$ cat src/pbvc_ram.sv
// Generic single-clock RAM, one write port and one registered read port.
// No dependencies.
`timescale 1ns / 1ps
`default_nettype none

module pbvc_ram #(
   parameter int WIDTH = 8,
   parameter int DEPTH = 256
) (
   input  wire logic                     clock,
   input  wire logic                     wr_en,
   input  wire logic [$clog2(DEPTH)-1:0] wr_addr,
   input  wire logic [WIDTH-1:0]         wr_data,
   input  wire logic [$clog2(DEPTH)-1:0] rd_addr,
   output logic      [WIDTH-1:0]         rd_data
);

   logic [WIDTH-1:0] mem [DEPTH];

   always_ff @(posedge clock) begin
      if (wr_en) begin
         mem[wr_addr] <= wr_data;
      end
      rd_data <= mem[rd_addr];
   end

endmodule

`default_nettype wire

$ cat config.mk
export PLATFORM = sky130hd
export DESIGN_NAME = pbvc_ram
export DESIGN_NICKNAME = d
export VERILOG_FILES = /design/src/pbvc_ram.sv
export SDC_FILE = /design/constraint.sdc
export NUM_CORES = 2
export LEC_CHECK = 0
export CORE_AREA = 4 4 451 453
export CTS_CLUSTER_DIAMETER = 120
export DETAILED_ROUTE_END_ITERATION = 6
export DIE_AREA = 0 0 455 457
export DONT_BUFFER_PORTS = 1
export PLACE_DENSITY = 0.61
export SLEW_MARGIN = 30
export SYNTH_ARGS = -nofsm -noshare
export SYNTH_HDL_FRONTEND = slang
export SYNTH_SLANG_ARGS = --single-unit
$ cat constraint.sdc
create_clock -name clock -period 2.6 [get_ports clock]
set_input_delay 0.13 -clock clock [delete_from_list [all_inputs] [get_ports clock]]
set_output_delay 0.13 -clock clock [all_outputs]
set_load 0.01 [all_outputs]
==> metrics.md <==
| Metric | Value |
|---|---|
| Final Hold Vio Count | 1729 |
| Syn Area/Cell | 21.31 um^2 |
| R2r worst-path depth | 6 |
| 1st-pass router iterations | 6 |
| CP arrival | 3.50 ns |
| Synth cell types | 55 |
| Initial DRC count | 5084 |
| # clock sinks | 2056 |
| Routability cong. | 0.7898 |
| Crit-path cells | nand3b_1 -> o22ai_1 -> o21ai_0 -> buf_4 -> nand3_1 -> nor4_1 -> buf_4 -> nor4_2 |
| Post-Syn Instances | 3733 |
| Crit path max fanout | 446 |
| Final setup viols | 4 |
| Pins Over Slew Limit | 35 |
| Largest net degree at the start of global routing | 579 |
| GRT Util Overall | 0.1911 |
| Period minus WS final | 2.847 ns |
| Leakage | 28.97 nW |
| Routed vias | 39.79k |
| Share of layout cells above drive strength 1 | 0.2765 |
| Crit end category | flip-flop |
| Placed cells | 6591 |
| Tcrit/Tclk final | 1.095 |
| First-pass GRT wire length | 289200 um |
| Top_reg_cell synth | edfxtp_1 |
| DRC Markers | 0 |
| Core Rows | 164 |
| Yosys reg bits | 2056 |
| Commonest non-fill, non-tap cell in the layout | edfxtp_1 |
| Sequential area share after synthesis | 0.7750 |
| Placeable Area | 199200 um^2 |
| Antenna-violating nets left | 0 |
| Io pins | 34 |
| Width of the die | 455 um |
| Synth warnings | 0 |
| Die area | 207900 um^2 |
| Unrepaired setup endpoints after global routing | yes |
| Failing checks | negative hold slack, max-slew violations, negative setup slack |
| Levels on crit path | 8 |
| Max Cap Viol | 0 |
| HPWL after DPL | 109800 um |
| TritonCTS buffer count | 199 |
| Slew headroom | -0.02500 |
| Total length of routed wires | 203600 um |
| CP Class | in -> reg |
| Synthesis-to-finish area growth | 15.61% |
| Max Freq | 351.3 MHz |
| Layout Skew | 0.06994 ns |
| Final worst slack | -0.2467 ns |
| GRT Residual Overflow | 0 |
| Longest Clk Path Bufs | 3 |
| Vias/cell | 5.673 |
| Mapped Area | 79560 um^2 |
| Post-Layout Cell Count | 7013 |
| Clock Root Buffer | clkbuf_16 |
| Cell mode on critical path | buf_4 |
| Most frequent cells in the layout | edfxtp_1 (2048), mux4_2 (454), buf_4 (422), nor2_1 (279), clkbuf_16 (211) |
| Post-Syn Nets | 3759 |
| Status | finished, violations left |
| Starting density of the core | 0.3993 |
| WHS Path Cells | 0 |
| Max VDD drop | 0.6743 mV |
| CP max stage delay | 1.06 ns |
| FFs w/ async S/R, synth | 0 |
| Hold Buf Count CTS | 25 |
| CP max-delay cell | nand3b_1 |
| Die span in y | 457 um |
| Final net count | 4205 |
| Port Buf Inserts | 0 |
| EDFF count, synth | 2048 |
| CP bufs+invs | 2 |
| Worst path top cell family by delay | simple AND/OR/NAND/NOR gates |
| Antenna violations before repair | 11 |
| TritonCTS clock tree | built |
| WL/cell | 29.04 um |
| CTS clk-pin slew, worst paths | 0.06 ns |
| Pwr Density | 731.0 nW/um^2 |
| Later-pin clock latency in the skew report | 0.84 ns |
| Critical Path Start Type | primary input |
| H-tree level count | 4 |
| Vias in the first global route | 39.99k |
| Worst hold slack | -0.5436 ns |
| Hold crit path type | in -> reg |
| Req. time, crit path | 3.25 ns |
| Slew @ Worst Pin | 1.537 ns |
[through the flow]
stage / cell area [um^2] / setup WS (ns) / util / power (mW) / setup TNS, ns
floorplan: 79560 / 0.5321 / - / 39.05 / 0
finish: 91980 / -0.2467 / 0.4616 / 67.24 / -0.4570
CTS: 91470 / 0.01608 / 0.4591 / 67.32 / 0
detailed placement: 84920 / -0.4587 / 0.4262 / 39.48 / -1.923
global route: 91970 / -0.009948 / 0.4616 / 69.31 / -0.05010
global placement: 84920 / -0.5367 / 0.4262 / 39.48 / -2.138
[logic make-up (layout without fill, tap and decap cells)]
kind of cell,Yosys count,in the layout,share of synthesized area
buffers and inverters,235,849,0.01831
AO/OA/AOI/OAI,385,385,0.03419
AND/OR/NAND/NOR,466,466,0.02628
flip-flops,2056,2056,0.7750
multiplexers,591,591,0.1462
other,0,10,0
[flip-flops by register name (all words and copies together) (netlist names)]
signal   count
rd_data      8
mem       2048
[worst register-to-register path: cells and delay by family (launching register included)]
family	cells	cell delay, ns
DFF	1	0.36
muxes	2	1.08
AOI/OAI and AO/OA	1	0.06
and+or+nand+nor	3	0.86
[Yosys cell counts (all sizes together) (4+ instances only)]
cell type,n,area [um^2]
a2111oi,5,52.55
a211oi,16,120.1
a21oi,96,480.5
a221oi,14,128.9
a22o,8,70.07
a22oi,133,998.5
and2,6,37.54
buf,122,1032
clkbuf,111,416.7
dfxtp,8,160.2
edfxtp,2048,61500
mux2i,134,1341
mux4,456,10280
nand2,33,123.9
nand2b,8,50.05
nand3,34,170.2
nand4,10,62.56
nor2,282,1059
nor2b,31,193.9
nor3,22,110.1
nor4,27,187.7
o211ai,10,75.07
o21ai,12,60.06
o221ai,47,417.9
o22a,5,43.79
o22ai,28,175.2
o32ai,5,51.30
or2,4,25.02
[what timing repair did]
item                       in CTS  in global routing
gates cloned                    0                 12
buffers inserted                0                  0
setup endpoints to repair       3                 18
gates resized for setup         3                  2
pin swaps                       0                  0
hold endpoints to repair     2752               2048
[path summary, 6_finish.rpt]
check	startpoint	slack [ns]	endpoint
max	rd_addr[1]	-0.25	rd_data[2]
min	wr_data[7]	-0.54	mem[184][7]
max reg2reg	mem[129][1]	0.07	rd_data[1]
min reg2reg	mem[12][3]	1.04	rd_data[3]
[metal layers]
metal	vias to the layer above	part of all wire	wire, um	GRT usage
met5	-	0.000059	12	0
met4	2	0.029	5963	0.05675
met3	319	0.078	15800	0.03398
met2	1654	0.48	98360	0.3001
met1	21200	0.41	83500	0.2743
li1	16610	-	-	-
[where the power goes]
| part | switching (mW) | internal [mW] | total (mW) |
|---|---|---|---|
| Sequential | 0.0928 | 36.5 | 36.6 |
| Clock | 12.4 | 15.6 | 28.0 |
| Combinational | 1.38 | 1.23 | 2.61 |
| Total | 13.9 | 53.3 | 67.2 |
[cell type report]
| cell class | count | area, um^2 |
|---|---|---|
| Fill cell | 16470 | 107300 |
| Sequential cell | 2056 | 61660 |
| Multi-Input combinational cell | 1442 | 16530 |
| Clock buffer | 255 | 5230 |
| Timing Repair Buffer | 478 | 4144 |
| Tap cell | 2656 | 3323 |
| Clock inverter | 114 | 1054 |
| Antenna cell | 10 | 25.02 |
| Inverter | 2 | 7.507 |
No activity file was read; power rests on OpenSTA's default activity.
